--- config.mk ---
export PLATFORM = sky130hd
export DESIGN_NAME = iwc_rng
export DESIGN_NICKNAME = d
export VERILOG_FILES = /design/src/sv/iwc_pkg.sv /design/src/sv/iwc_rng.sv
export SDC_FILE = /design/constraint.sdc
export NUM_CORES = 1
export LEC_CHECK = 0
export BUFFER_PORTS_ARGS = -buffer_cell sky130_fd_sc_hd__buf_2
export CORE_MARGIN = 2
export CORE_UTILIZATION = 55
export CTS_CLUSTER_SIZE = 40
export DETAILED_ROUTE_END_ITERATION = 8
export PLACE_DENSITY_LB_ADDON = 0.1
export SETUP_SLACK_MARGIN = 0.2
export SYNTH_ARGS = -nofsm -noshare
export SYNTH_HDL_FRONTEND = slang
export SYNTH_SLANG_ARGS = --single-unit
--- constraint.sdc ---
create_clock -name clk -period 2.25 [get_ports clk]
set_input_delay 0.675 -clock clk [delete_from_list [all_inputs] [get_ports clk]]
set_output_delay 0.675 -clock clk [all_outputs]
set_load 0.01 [all_outputs]
--- src/sv/iwc_pkg.sv ---
// Shared types and constants for the Ising Wolff cluster engine.
// Item structs, command codes, register map and neighbour offsets.
// No dependencies.
package iwc_pkg;

  typedef enum logic [1:0] {
    CMD_WRITE   = 2'd0,
    CMD_READ    = 2'd1,
    CMD_FLIP    = 2'd2,
    CMD_MEASURE = 2'd3
  } cmd_t;

  typedef struct packed {
    cmd_t       cmd;
    logic [6:0] row;
    logic [6:0] col;
    logic       spin_value;
  } in_item_t;

  typedef struct packed {
    logic               spin_out;
    logic        [14:0] cluster_size;
    logic signed [19:0] energy;
    logic signed [15:0] magnet_sum;
  } out_item_t;

  // Register map, indexed by paddr[3:2]
  localparam int CFG_AW = 4;
  localparam logic [1:0] REG_COUPLING  = 2'd0;
  localparam logic [1:0] REG_THRESHOLD = 2'd1;
  localparam logic [1:0] REG_RNG_SEED  = 2'd2;

  localparam logic signed [3:0] COUPLING_RST  = 4'sd1;
  localparam logic [15:0]       THRESHOLD_RST = 16'd20589;
  localparam logic [31:0]       RNG_SEED_RST  = 32'd1;

  // Generator control between top level and the xorshift unit
  typedef struct packed {
    logic        load;
    logic        step;
    logic [31:0] seed;
  } rng_ctl_t;

  // Neighbour order: (+1,+1) (+1,0) (+1,-1) (0,+1) (0,-1) (-1,+1) (-1,0) (-1,-1)
  localparam logic signed [1:0] NB_DR [8] = '{2'sd1, 2'sd1, 2'sd1, 2'sd0,
                                              2'sd0, -2'sd1, -2'sd1, -2'sd1};
  localparam logic signed [1:0] NB_DC [8] = '{2'sd1, 2'sd0, -2'sd1, 2'sd1,
                                              -2'sd1, 2'sd1, 2'sd0, -2'sd1};

endpackage

--- src/sv/iwc_rng.sv ---
// xorshift32 generator for the cluster bond draws.
// Depends on iwc_pkg (rng_ctl_t).
module iwc_rng import iwc_pkg::*; (
  input  logic        clk,
  input  logic        rst_n,
  input  rng_ctl_t    ctl,
  output logic [31:0] rng_next
);

  logic [31:0] rng_r;
  logic [31:0] x1;
  logic [31:0] x2;

  always_comb begin
    x1       = rng_r ^ (rng_r << 13);
    x2       = x1 ^ (x1 >> 17);
    rng_next = x2 ^ (x2 << 5);
  end

  always_ff @(posedge clk) begin
    if (!rst_n) begin
      rng_r <= 32'd1;
    end else if (ctl.load) begin
      // zero seed would lock the generator
      rng_r <= (ctl.seed == 32'd0) ? 32'd1 : ctl.seed;
    end else if (ctl.step) begin
      rng_r <= rng_next;
    end
  end

endmodule

==> impl_metrics.py, run 1 <==
metrics = {
    "outcome": {
        "outcome": "did not finish",
        "stop_stage": "global routing",
        "first-error": "[ERROR DPL-0038] Utilization greater than 100%, impossible to legalize",
    },
    "timing": {
        "worst-ep-kind": "top-level output",
        "crit_endpoint": "rng_next[5]",
    },
    "place": {
        "portBuffers": 67,
        "dp_cells": 342,
        "place_congestion": 0.865,
        "dp_slack_ns": 0.193,
        "dpl_cell_area_um2": 2620,
        "hpwl_um": 4670,
    },
    "logic_synthesis": {
        "syn-num-nets": 266,
        "synth_area_um2": 2200,
        "ys_ff_latch": 32,
        "yosysSeqAreaShare_pct": 29.2,
        "synth-warning-count": 0,
        "synth.distinct_cells": 26,
        "synthCells": 230,
        "syn_avg_cell_area_um2": 9.55,
    },
    "clock_network": {
        "cts_buffer_depth": 2,
        "h-tree-depth": 2,
        "clock-sinks": 32,
        "cts_buffers": 5,
        "cts_hold_buf": 0,
        "cts_root_buffer": "clkbuf_8",
    },
    "floorplan": {
        "initial_core_util_pct": 58.7,
        "die_w_um": 67.2,
        "ios": 68,
        "fp.dieH_um": 67.2,
        "row_count": 22,
    },
    "global_routing": {
        "grt_max_degree": 31,
    },
}
## synth_stat cells
| master | n | area [um^2] |
|---|---|---|
| a211o_1 | 15 | 131 |
| and3_1 | 15 | 93.8 |
| buf_1 | 2 | 7.51 |
| buf_2 | 5 | 25.0 |
| clkbuf_1 | 7 | 26.3 |
| clkbuf_2 | 1 | 5.00 |
| dfxtp_1 | 32 | 641 |
| inv_1 | 4 | 15.0 |
| mux2i_1 | 12 | 120 |
| nand2_1 | 3 | 11.3 |
| nand2b_1 | 5 | 31.3 |
| nand3_1 | 12 | 60.1 |
| nand4_1 | 2 | 12.5 |
| nor2_1 | 2 | 7.51 |
| nor3_1 | 2 | 10.0 |
| nor3b_1 | 15 | 113 |
| nor3b_2 | 1 | 12.5 |
| nor4_1 | 8 | 50.1 |
| o211a_1 | 5 | 50.1 |
| o21a_1 | 1 | 7.51 |
| o21ai_0 | 10 | 50.1 |
| o21ai_1 | 3 | 15.0 |
| xnor2_1 | 45 | 394 |
| xnor2_2 | 8 | 130 |
| xor2_1 | 9 | 78.8 |
| xor2_2 | 6 | 97.6 |
## logic make-up after synthesis
kind of cell	Yosys count	share of synthesized area, %
AOI/OAI and AO/OA	34	11.6
xor gates and xnor gates	68	31.9
buffers and inverters	19	3.59
DFF	32	29.2
muxes	12	5.47
and+or+nand+nor	65	18.3
## timing repair
action                     in CTS
setup buffers                  25
resized for setup              84
gates cloned                    0
pin swaps                      30
setup endpoints to repair      26
## stage by stage
stage                     util [%]  hold WS (ns)
after CTS                     89.1         0.592
after detailed placement      69.9         0.537
after global placement        69.9         0.528
after floorplan                  -         0.510
==> run 2, diff against run 1 <==
--- a/config.mk
+++ b/config.mk
@@ -7,11 +7,9 @@
 export LEC_CHECK = 0
 export BUFFER_PORTS_ARGS = -buffer_cell sky130_fd_sc_hd__buf_2
 export CORE_MARGIN = 2
-export CORE_UTILIZATION = 55
-export CTS_CLUSTER_SIZE = 40
+export CORE_UTILIZATION = 40
 export DETAILED_ROUTE_END_ITERATION = 8
-export PLACE_DENSITY_LB_ADDON = 0.1
-export SETUP_SLACK_MARGIN = 0.2
+export PLACE_DENSITY_LB_ADDON = 0.15
 export SYNTH_ARGS = -nofsm -noshare
 export SYNTH_HDL_FRONTEND = slang
 export SYNTH_SLANG_ARGS = --single-unit
==> run 2 against run 1 <==
Area after synthesis unchanged. The run now ends clean. Synthesized cell count unchanged.
==> impl_metrics.py, run 2 <==
metrics = {
    "outcome": {
        "outcome": "finished clean",
    },
    "clock_network": {
        "cts_root_buffer": "clkbuf_8",
        "cts_buffer_depth": 2,
        "cts_tree": "built",
        "cts_buffers": 5,
        "h-tree-depth": 2,
        "cts_hold_buf": 0,
        "clkTransAtPathRegs_ns": 0.06,
        "clock-sinks": 32,
        "clk_latency_ns": 0.29,
    },
    "floorplan": {
        "fp.coreArea_um2": 5200,
        "row_count": 26,
        "die_w_um": 78.1,
        "initial_core_util_pct": 42.2,
        "fp.dieH_um": 78.1,
        "die-area_um2": 6100,
        "ios": 68,
    },
    "finish": {
        "largest_reg_flops": 32,
        "syn2layout_area_growth_pct": 34.4,
        "fin_cells": 374,
        "top_register": "rng_r",
        "finalCoreUtilization_pct": 56.7,
        "final_cell_mix": "buf_2 (67), xnor2_1 (33), dfxtp_1 (18)",
        "fin_nets": 339,
        "fin_area_um2": 2950,
        "antenna_cells": 0,
        "largestRegisters": "rng_r (32)",
        "post_route_cells_drive_above_1_share_pct": 43.1,
        "final_common_cell": "buf_2",
    },
    "routing": {
        "wire_per_inst_um": 17.2,
        "ant_nets": 0,
        "first_iter_violations": 77,
        "wl_um": 6450,
        "vias_per_cell": 5.20,
        "drc": 0,
        "firstDrtPassIters": 4,
        "dr_total_vias": 1946,
    },
    "worst_setup_path": {
        "r2r-start": "rng_r[12]",
        "timing.critical_path.cells": "xnor2_4 -> xnor2_1 -> xnor2_1 -> buf_2",
        "cp_max_fo": 4,
        "cp_slowest_stage_delay_ns": 0.49,
        "crit_type": "reg -> out",
        "cp-end-kind": "primary output",
        "crit_top_cell": "xnor2_1",
        "arrival_ns": 1.53,
        "slowest_stage": "dfxtp_1",
        "crit_end": "rng_next[17]",
        "worst_setup_path_start_kind": "flop",
        "required_ns": 1.57,
        "r2r_slack_ns": 0.78,
        "reg2reg_to": "rng_r[8]",
        "reg2reg_depth": 5,
        "critPathLaunch": "rng_r[4]",
    },
    "place": {
        "place_congestion": 0.840,
        "portBuffers": 67,
        "dp_slack_ns": 0.203,
        "dpl_cell_area_um2": 2640,
        "hpwl_um": 4810,
        "dp_cells": 363,
    },
    "logic_synthesis": {
        "syn-num-nets": 266,
        "synth_area_um2": 2200,
        "synth-warning-count": 0,
        "ys_ff_latch": 32,
        "synth.distinct_cells": 26,
        "synth_area_leaders": "dfxtp_1 (29%), xnor2_1 (18%), a211o_1 (6.0%), xnor2_2 (5.9%), mux2i_1 (5.5%)",
        "yosysSeqAreaShare_pct": 29.2,
        "synthCells": 230,
        "synthFlopType": "dfxtp_1",
        "yosysMostFrequentCell": "xnor2_1",
        "yosys.area.top_type": "dfxtp_1",
        "async_reset_ff_share_pct": 0,
        "syn_avg_cell_area_um2": 9.55,
        "yosys-top-cells-count": "xnor2_1 (45), dfxtp_1 (32), a211o_1 (15), and3_1 (15), nor3b_1 (15)",
        "synth_top_area_share_pct": 29.2,
        "synth_edf_count": 0,
    },
    "power_and_ir_drop": {
        "sw_frac_of_total_pct": 41.8,
        "p_leak_nw": 1.39,
        "peakVddDrop_uv": 554,
        "combinationalPowerShare_pct": 60.9,
        "p_clk_share_pct": 14.2,
        "pwr_density_cell_nw_per_um2": 1110,
        "p_sw_mw": 1.36,
        "power_frac_seq_pct": 24.9,
        "power.internal_mw": 1.90,
    },
    "timing": {
        "layout_setup_ws_ns": 0.0448,
        "drv_slew": 0,
        "worstMarginPinSlew_ns": 1.17,
        "rsz0062_at_grt": "true",
        "setup_violations": 0,
        "fmax_mhz": 453,
        "hold_violations": 0,
        "timing.final.crit_period_ns": 2.21,
        "slew_headroom_pct": 21.7,
        "period_share_pct": 98.0,
        "finClkSkew_ns": 0.00551,
    },
    "global_routing": {
        "first_global_vias": 1923,
        "grt_overflow_total": 0,
        "grt_max_degree": 38,
        "track_usage_pct": 21.8,
        "antenna_found_initial": 0,
        "grt_pass1_wl_um": 10100,
    },
    "worst_hold_path": {
        "holdCritPathClass": "reg -> reg",
        "hold_path_startpoint": "rng_r[26]",
    },
    "run": {
        "drv_cap": 0,
    },
}
run 2: critical path: cells and delay by family, from the launching register on:
| family | cells | cell delay (ns) |
|---|---|---|
| buffers and inverters | 1 | 0.18 |
| flip-flops | 1 | 0.49 |
| XOR/XNOR | 3 | 0.57 |
run 2: kinds of logic after synthesis:
logic type      synth area share, %
buf+inv                        3.59
simple gates                   18.3
compound gates                 11.6
mux                            5.47
xor+xnor                       31.9
flops                          29.2
run 2: repair_timing:
item,4_1_cts,5_1_grt
pin swaps,1,5
endpoints found under the setup margin,10,14
cloned,0,0
resized for setup,8,28
setup buffers,0,3
run 2: how the worst min path moves through the flow:
stage,endpoint,cells past startpoint
5_1_grt,rng_r[20],2
4_1_cts,rng_r[26],2
3_5_place_dp,rng_r[26],2
2_1_floorplan,rng_r[26],2
6_report,rng_r[26],2
3_3_place_gp,rng_r[26],2
run 2: power by group through the flow:
stage | Sequential (mW) | Combinational (mW) | Clock, mW
6_report | 0.811 | 1.99 | 0.464
5_1_grt | 0.825 | 2.13 | 0.498
4_1_cts | 0.781 | 1.85 | 0.475
3_5_place_dp | 0.781 | 1.80 | 0
3_3_place_gp | 0.780 | 1.80 | 0
2_1_floorplan | 0.755 | 1.18 | 0
run 2: cell type report:
class,count,area [um^2]
timing repair buffer,81,440
clock buffer,8,90.1
multi-input combinational,179,1660
inverter,4,15.0
tap,70,87.6
fill,514,2250
sequential,32,661
run 2: routing by layer:
layer	vias to the layer above	global-route usage [%]	part of all wire, %
met5	-	0	0
met4	0	7.72	2.1
met3	11	2.87	4.0
met2	53	35.2	47
met1	931	29.9	47
li1	951	-	-
run 2: metrics by stage:
stage          hold slack [ns]  total power [mW]  TNS (ns)
3_3_place_gp             0.539              2.58         0
5_1_grt                  0.598              3.46   -0.0262
2_1_floorplan            0.510              1.94         0
6_report                 0.582              3.26         0
3_5_place_dp             0.543              2.58         0
4_1_cts                  0.555              3.10   -0.0578
Power figures use the tool's default switching activity.
==> run 3, diff against run 2 <==
--- a/config.mk
+++ b/config.mk
@@ -10,6 +10,7 @@
 export CORE_UTILIZATION = 40
 export DETAILED_ROUTE_END_ITERATION = 8
 export PLACE_DENSITY_LB_ADDON = 0.15
+export SETUP_SLACK_MARGIN = 0.4
 export SYNTH_ARGS = -nofsm -noshare
 export SYNTH_HDL_FRONTEND = slang
 export SYNTH_SLANG_ARGS = --single-unit
==> run 3 against run 2 <==
Die area did not move. Global-route usage up 3.5 points. Clock power about the same. Critical path type unchanged.
==> impl_metrics.py, run 3 (synthesized netlist as in run 2, its figures left out) <==
metrics = {
    "finish": {
        "antenna_cells": 0,
        "fin_nets": 390,
        "post_route_cells_drive_above_1_share_pct": 62.3,
        "multi_input_area_um2": 2030,
        "n_fill_cell": 368,
        "final_cell_mix": "buf_2 (61), buf_4 (52), xnor2_2 (24)",
        "largestRegisters": "rng_r (32)",
        "syn2layout_area_growth_pct": 76.5,
        "finalCoreUtilization_pct": 74.5,
        "largest_reg_flops": 32,
        "regArea_um2": 734,
        "fin_area_um2": 3880,
        "final_common_cell": "buf_2",
        "top_register": "rng_r",
    },
    "worst_setup_path": {
        "r2r-start": "rng_r[25]",
        "critPathLaunch": "rng_r[26]",
        "reg2reg_to": "rng_r[8]",
        "arrival_ns": 1.46,
        "crit_top_cell": "xnor2_2",
        "slowest_stage": "dfxtp_2",
        "reg2reg_depth": 6,
        "required_ns": 1.57,
        "cp_max_fo": 2,
        "crit_end": "rng_next[14]",
        "r2r_slack_ns": 0.73,
        "worst_setup_path_start_kind": "flop",
        "crit_type": "reg -> out",
        "cp-end-kind": "primary output",
        "cp_slowest_stage_delay_ns": 0.35,
        "timing.critical_path.cells": "xor2_4 -> xnor2_2 -> buf_4 -> xnor2_2 -> buf_2",
    },
    "place": {
        "place_congestion": 0.840,
        "dpl_cell_area_um2": 2640,
        "portBuffers": 67,
        "hpwl_um": 4810,
        "dp_slack_ns": 0.203,
    },
    "routing": {
        "dr_total_vias": 2245,
        "first_iter_violations": 154,
        "wire_per_inst_um": 18.4,
        "vias_per_cell": 5.28,
        "ant_nets": 0,
        "drc": 0,
        "firstDrtPassIters": 4,
        "wl_um": 7820,
    },
    "power_and_ir_drop": {
        "sw_frac_of_total_pct": 38.0,
        "pwr_density_cell_nw_per_um2": 1180,
        "peakVddDrop_uv": 792,
        "power.internal_mw": 2.85,
        "p_clk_share_pct": 10.2,
        "power_frac_seq_pct": 18.8,
        "p_leak_nw": 1.83,
        "design_power_total_mw": 4.59,
        "combinationalPowerShare_pct": 71.0,
        "p_sw_mw": 1.74,
    },
    "global_routing": {
        "track_usage_pct": 25.2,
        "grt_max_degree": 38,
        "antenna_found_initial": 0,
        "grt_pass1_wl_um": 11700,
        "first_global_vias": 2198,
        "grt_overflow_total": 0,
    },
    "timing": {
        "hold_violations": 0,
        "rsz0062_at_grt": "true",
        "worstMarginPinSlew_ns": 0.762,
        "layout_setup_ws_ns": 0.116,
        "setup_tns_ns": 0,
        "slew_headroom_pct": 49.1,
        "period_share_pct": 94.9,
        "fmax_mhz": 469,
        "finClkSkew_ns": 0.00437,
        "drv_slew": 0,
        "timing.final.crit_period_ns": 2.13,
        "setup_violations": 0,
    },
    "clock_network": {
        "clock-sinks": 32,
        "h-tree-depth": 2,
        "clk_latency_ns": 0.29,
        "cts_buffers": 5,
        "cts_tree": "built",
        "cts_buffer_depth": 2,
        "clkTransAtPathRegs_ns": 0.07,
        "cts_hold_buf": 0,
        "cts_root_buffer": "clkbuf_8",
    },
    "floorplan": {
        "die-area_um2": 6100,
        "fp.coreArea_um2": 5200,
        "ios": 68,
        "row_count": 26,
        "fp.dieH_um": 78.1,
        "die_w_um": 78.1,
        "initial_core_util_pct": 42.2,
    },
    "outcome": {
        "outcome": "finished clean",
    },
    "worst_hold_path": {
        "holdCritPathClass": "reg -> reg",
    },
    "run": {
        "drv_cap": 0,
    },
}
[run 3: cell count changes in the layout (fill, tap and decap cells not counted), moves of 6 or more]
cell	change
buf_4	+38
dfxtp_4	+21
xnor2_1	-20
buf_6	+18
dfxtp_1	-17
xnor2_4	+12
xnor2_2	+8
buf_2	-6
xor2_4	+6
[run 3: through the flow]
step / std cells / hold slack [ns]
after floorplan: 230 / 0.510
after global placement: 363 / 0.539
after detailed placement: 363 / 0.543
after CTS: 405 / 0.580
after global routing: 425 / 0.626
final: 425 / 0.594
[run 3: how the worst min path moves through the flow]
stage | cells past startpoint | end | slack (ns) | start
3_5_place_dp | 2 | rng_r[26] | 0.54 | rng_r[26]
4_1_cts | 2 | rng_r[25] | 0.58 | rng_r[25]
6_report | 2 | rng_r[22] | 0.59 | rng_r[22]
5_1_grt | 2 | rng_r[20] | 0.63 | rng_r[20]
3_3_place_gp | 2 | rng_r[26] | 0.54 | rng_r[26]
2_1_floorplan | 2 | rng_r[26] | 0.51 | rng_r[26]
[run 3: timing repair]
| action | in CTS | in global routing |
|---|---|---|
| resized for setup | 99 | 34 |
| endpoints found under the hold margin | 0 | 0 |
| setup buffers | 34 | 20 |
| pin swaps | 42 | 27 |
| endpoints found under the setup margin | 32 | 46 |
[run 3: power by group through the flow]
stage / Clock (mW) / Combinational (mW) / Sequential (mW)
after detailed placement: 0 / 1.80 / 0.781
after floorplan: 0 / 1.18 / 0.755
after CTS: 0.474 / 2.70 / 0.844
after global placement: 0 / 1.80 / 0.780
final: 0.466 / 3.26 / 0.865
after global routing: 0.496 / 3.44 / 0.879
[run 3: area by class of cell]
| type | instances | share of cell area [%] |
|---|---|---|
| Multi-Input combinational cell | 179 | 52.4 |
| Clock buffer | 8 | 2.32 |
| Tap cell | 70 | 2.26 |
| Timing Repair Buffer | 132 | 23.7 |
| Inverter | 4 | 0.387 |
| Sequential cell | 32 | 18.9 |
[run 3: critical path: cells and delay by family (launching register included)]
| family | cells | cell delay [ns] |
|---|---|---|
| XOR/XNOR | 3 | 0.51 |
| flip-flops | 1 | 0.35 |
| buffers and inverters | 2 | 0.31 |
[run 3: routing by layer]
metal	up-vias	share of wire, %	global-route usage (%)
li1	1050	-	-
met1	1109	42	33.3
met2	72	51	42.8
met3	14	4.6	3.33
met4	0	1.9	8.25
met5	-	0	0
==> run 4, diff against run 3 <==
--- a/config.mk
+++ b/config.mk
@@ -5,10 +5,13 @@
 export SDC_FILE = /design/constraint.sdc
 export NUM_CORES = 1
 export LEC_CHECK = 0
-export BUFFER_PORTS_ARGS = -buffer_cell sky130_fd_sc_hd__buf_2
+export BUFFER_PORTS_ARGS = -buffer_cell sky130_fd_sc_hd__buf_4
+export CELL_PAD_IN_SITES_DETAIL_PLACEMENT = 1
+export CELL_PAD_IN_SITES_GLOBAL_PLACEMENT = 2
 export CORE_MARGIN = 2
-export CORE_UTILIZATION = 40
+export CORE_UTILIZATION = 33
 export DETAILED_ROUTE_END_ITERATION = 8
+export GPL_TIMING_DRIVEN = 0
 export PLACE_DENSITY_LB_ADDON = 0.15
 export SETUP_SLACK_MARGIN = 0.4
 export SYNTH_ARGS = -nofsm -noshare
==> run 4 against run 3 <==
Utilization fell by 9.9 points. Via count rose by 1.9%. Register-to-register slack got worse by 0.07 ns. Global-route usage barely moved. First-iteration DRC count fell by 28%. Flip-flop and latch count unchanged. Clock skew about the same. Count of clock-buffer cells in the layout decreased by 1. Critical path depth shrank 1. Combinational power up 14%. Critical path type unchanged. Design area up 6.3%. Routed wire length up 24%.
==> impl_metrics.py, run 4 (synthesized netlist as in run 2, its figures left out) <==
metrics = {
    "worst_hold_path": {
        "hold_depth": 2,
        "holdCritPathClass": "reg -> reg",
        "hold_path_startpoint": "rng_r[20]",
    },
    "timing": {
        "fmax_mhz": 465,
        "fin_hold_ws_ns": 0.579,
        "drv_slew": 0,
        "setup_tns_ns": 0,
        "hold_violations": 0,
        "finClkSkew_ns": 0.00462,
        "period_share_pct": 95.6,
        "slew_headroom_pct": 61.7,
        "setup_violations": 0,
        "rsz0062_at_grt": "true",
        "worstMarginPinSlew_ns": 0.575,
        "timing.final.crit_period_ns": 2.15,
    },
    "worst_setup_path": {
        "cp_max_fo": 3,
        "required_ns": 1.57,
        "cp-end-kind": "primary output",
        "worst_setup_path_start_kind": "flop",
        "arrival_ns": 1.48,
        "reg2reg_depth": 6,
        "timing.critical_path.cells": "xnor2_4 -> xnor2_2 -> xnor2_1 -> buf_4",
        "crit_type": "reg -> out",
        "cp_slowest_stage_delay_ns": 0.37,
        "slowest_stage": "dfxtp_4",
        "r2r-start": "rng_r[12]",
        "critPathLaunch": "rng_r[4]",
    },
    "power_and_ir_drop": {
        "p_leak_nw": 1.91,
        "pwr_density_cell_nw_per_um2": 1240,
        "peakVddDrop_uv": 780,
    },
    "finish": {
        "fin_area_um2": 4120,
        "n_fill_cell": 654,
        "fin_nets": 395,
        "antenna_cells": 0,
        "final_cell_mix": "buf_4 (97), buf_6 (25), xnor2_2 (24)",
        "final_common_cell": "buf_4",
        "syn2layout_area_growth_pct": 87.7,
        "largest_reg_flops": 32,
        "largestRegisters": "rng_r (32)",
        "multi_input_area_um2": 2090,
        "top_register": "rng_r",
        "regArea_um2": 734,
        "post_route_cells_drive_above_1_share_pct": 63.8,
    },
    "floorplan": {
        "fp.dieH_um": 85.6,
        "die-area_um2": 7320,
        "die_w_um": 85.6,
        "fp.coreArea_um2": 6390,
        "initial_core_util_pct": 34.4,
        "row_count": 29,
        "ios": 68,
    },
    "clock_network": {
        "h-tree-depth": 2,
        "cts_root_buffer": "clkbuf_8",
        "cts_buffer_depth": 2,
        "cts_buffers": 5,
        "clkTransAtPathRegs_ns": 0.07,
        "clock-sinks": 32,
        "cts_tree": "built",
        "clk_latency_ns": 0.29,
    },
    "global_routing": {
        "track_usage_pct": 25.2,
        "first_global_vias": 2330,
        "grt_pass1_wl_um": 13600,
        "grt_overflow_total": 0,
        "grt_max_degree": 11,
        "antenna_found_initial": 0,
    },
    "routing": {
        "dr_total_vias": 2287,
        "wire_per_inst_um": 22.2,
        "first_iter_violations": 111,
        "drc": 0,
        "firstDrtPassIters": 4,
        "ant_nets": 0,
        "wl_um": 9700,
        "vias_per_cell": 5.25,
    },
    "run": {
        "drv_cap": 0,
    },
    "place": {
        "hpwl_um": 5980,
        "dpl_cell_area_um2": 2780,
        "portBuffers": 65,
        "place_congestion": 0.828,
    },
    "outcome": {
        "outcome": "finished clean",
    },
}
==> run 4: worst paths after layout <==
kind              slack, ns           end
setup / recovery        0.1  rng_next[17]
hold / removal         0.58     rng_r[20]
setup reg to reg       0.66      rng_r[8]
hold reg to reg        0.58     rng_r[20]
==> run 4: cell type report <==
class                   count  area share (%)
repair buffers            122            24.5
inverters                   4           0.364
plain buffers              15            1.85
clock buffers               7            2.34
flip-flops and latches     32            17.8
multi-input cells         179            50.8
well taps                  77            2.34
==> run 4: timing repair <==
action | in CTS | in global routing
pin swaps | 42 | 35
buffers inserted | 37 | 20
endpoints found under the hold margin | 0 | 0
gates resized for setup | 110 | 46
cloned | 0 | 0
endpoints found under the setup margin | 42 | 50
hold buffers | 0 | 0
==> run 4: per-layer routing <==
layer,global-route usage (%),share of wire [%]
met1,33.9,43
met5,0,0
met2,43.4,53
met3,3.56,2.6
met4,5.34,1.5
==> run 4: power by group <==
part / total [mW] / switching, mW / internal (mW) / leakage [nW]
Clock: 0.496 / 0.224 / 0.273 / 0.0503
Sequential: 0.863 / 0.180 / 0.683 / 0.281
Combinational: 3.73 / 1.51 / 2.22 / 1.57
Total: 5.09 / 1.92 / 3.18 / 1.91
==> run 4: per-stage QoR <==
| stage | total power [mW] | utilization [%] | instances | setup WS (ns) |
|---|---|---|---|---|
| after floorplan | 1.94 | - | 230 | 0.415 |
| after global placement | 2.82 | 43.5 | 372 | 0.101 |
| after detailed placement | 2.83 | 43.5 | 372 | 0.0508 |
| after CTS | 4.39 | 58.3 | 416 | 0.0935 |
| after global routing | 5.34 | 64.5 | 436 | 0.0535 |
| final | 5.09 | 64.5 | 436 | 0.0992 |
==> run 4: worst max-delay path: cells and delay by family (launching register included) <==
| family | cells | cell delay (ns) |
|---|---|---|
| xor gates and xnor gates | 3 | 0.64 |
| DFF | 1 | 0.37 |
| buffers and inverters | 1 | 0.17 |
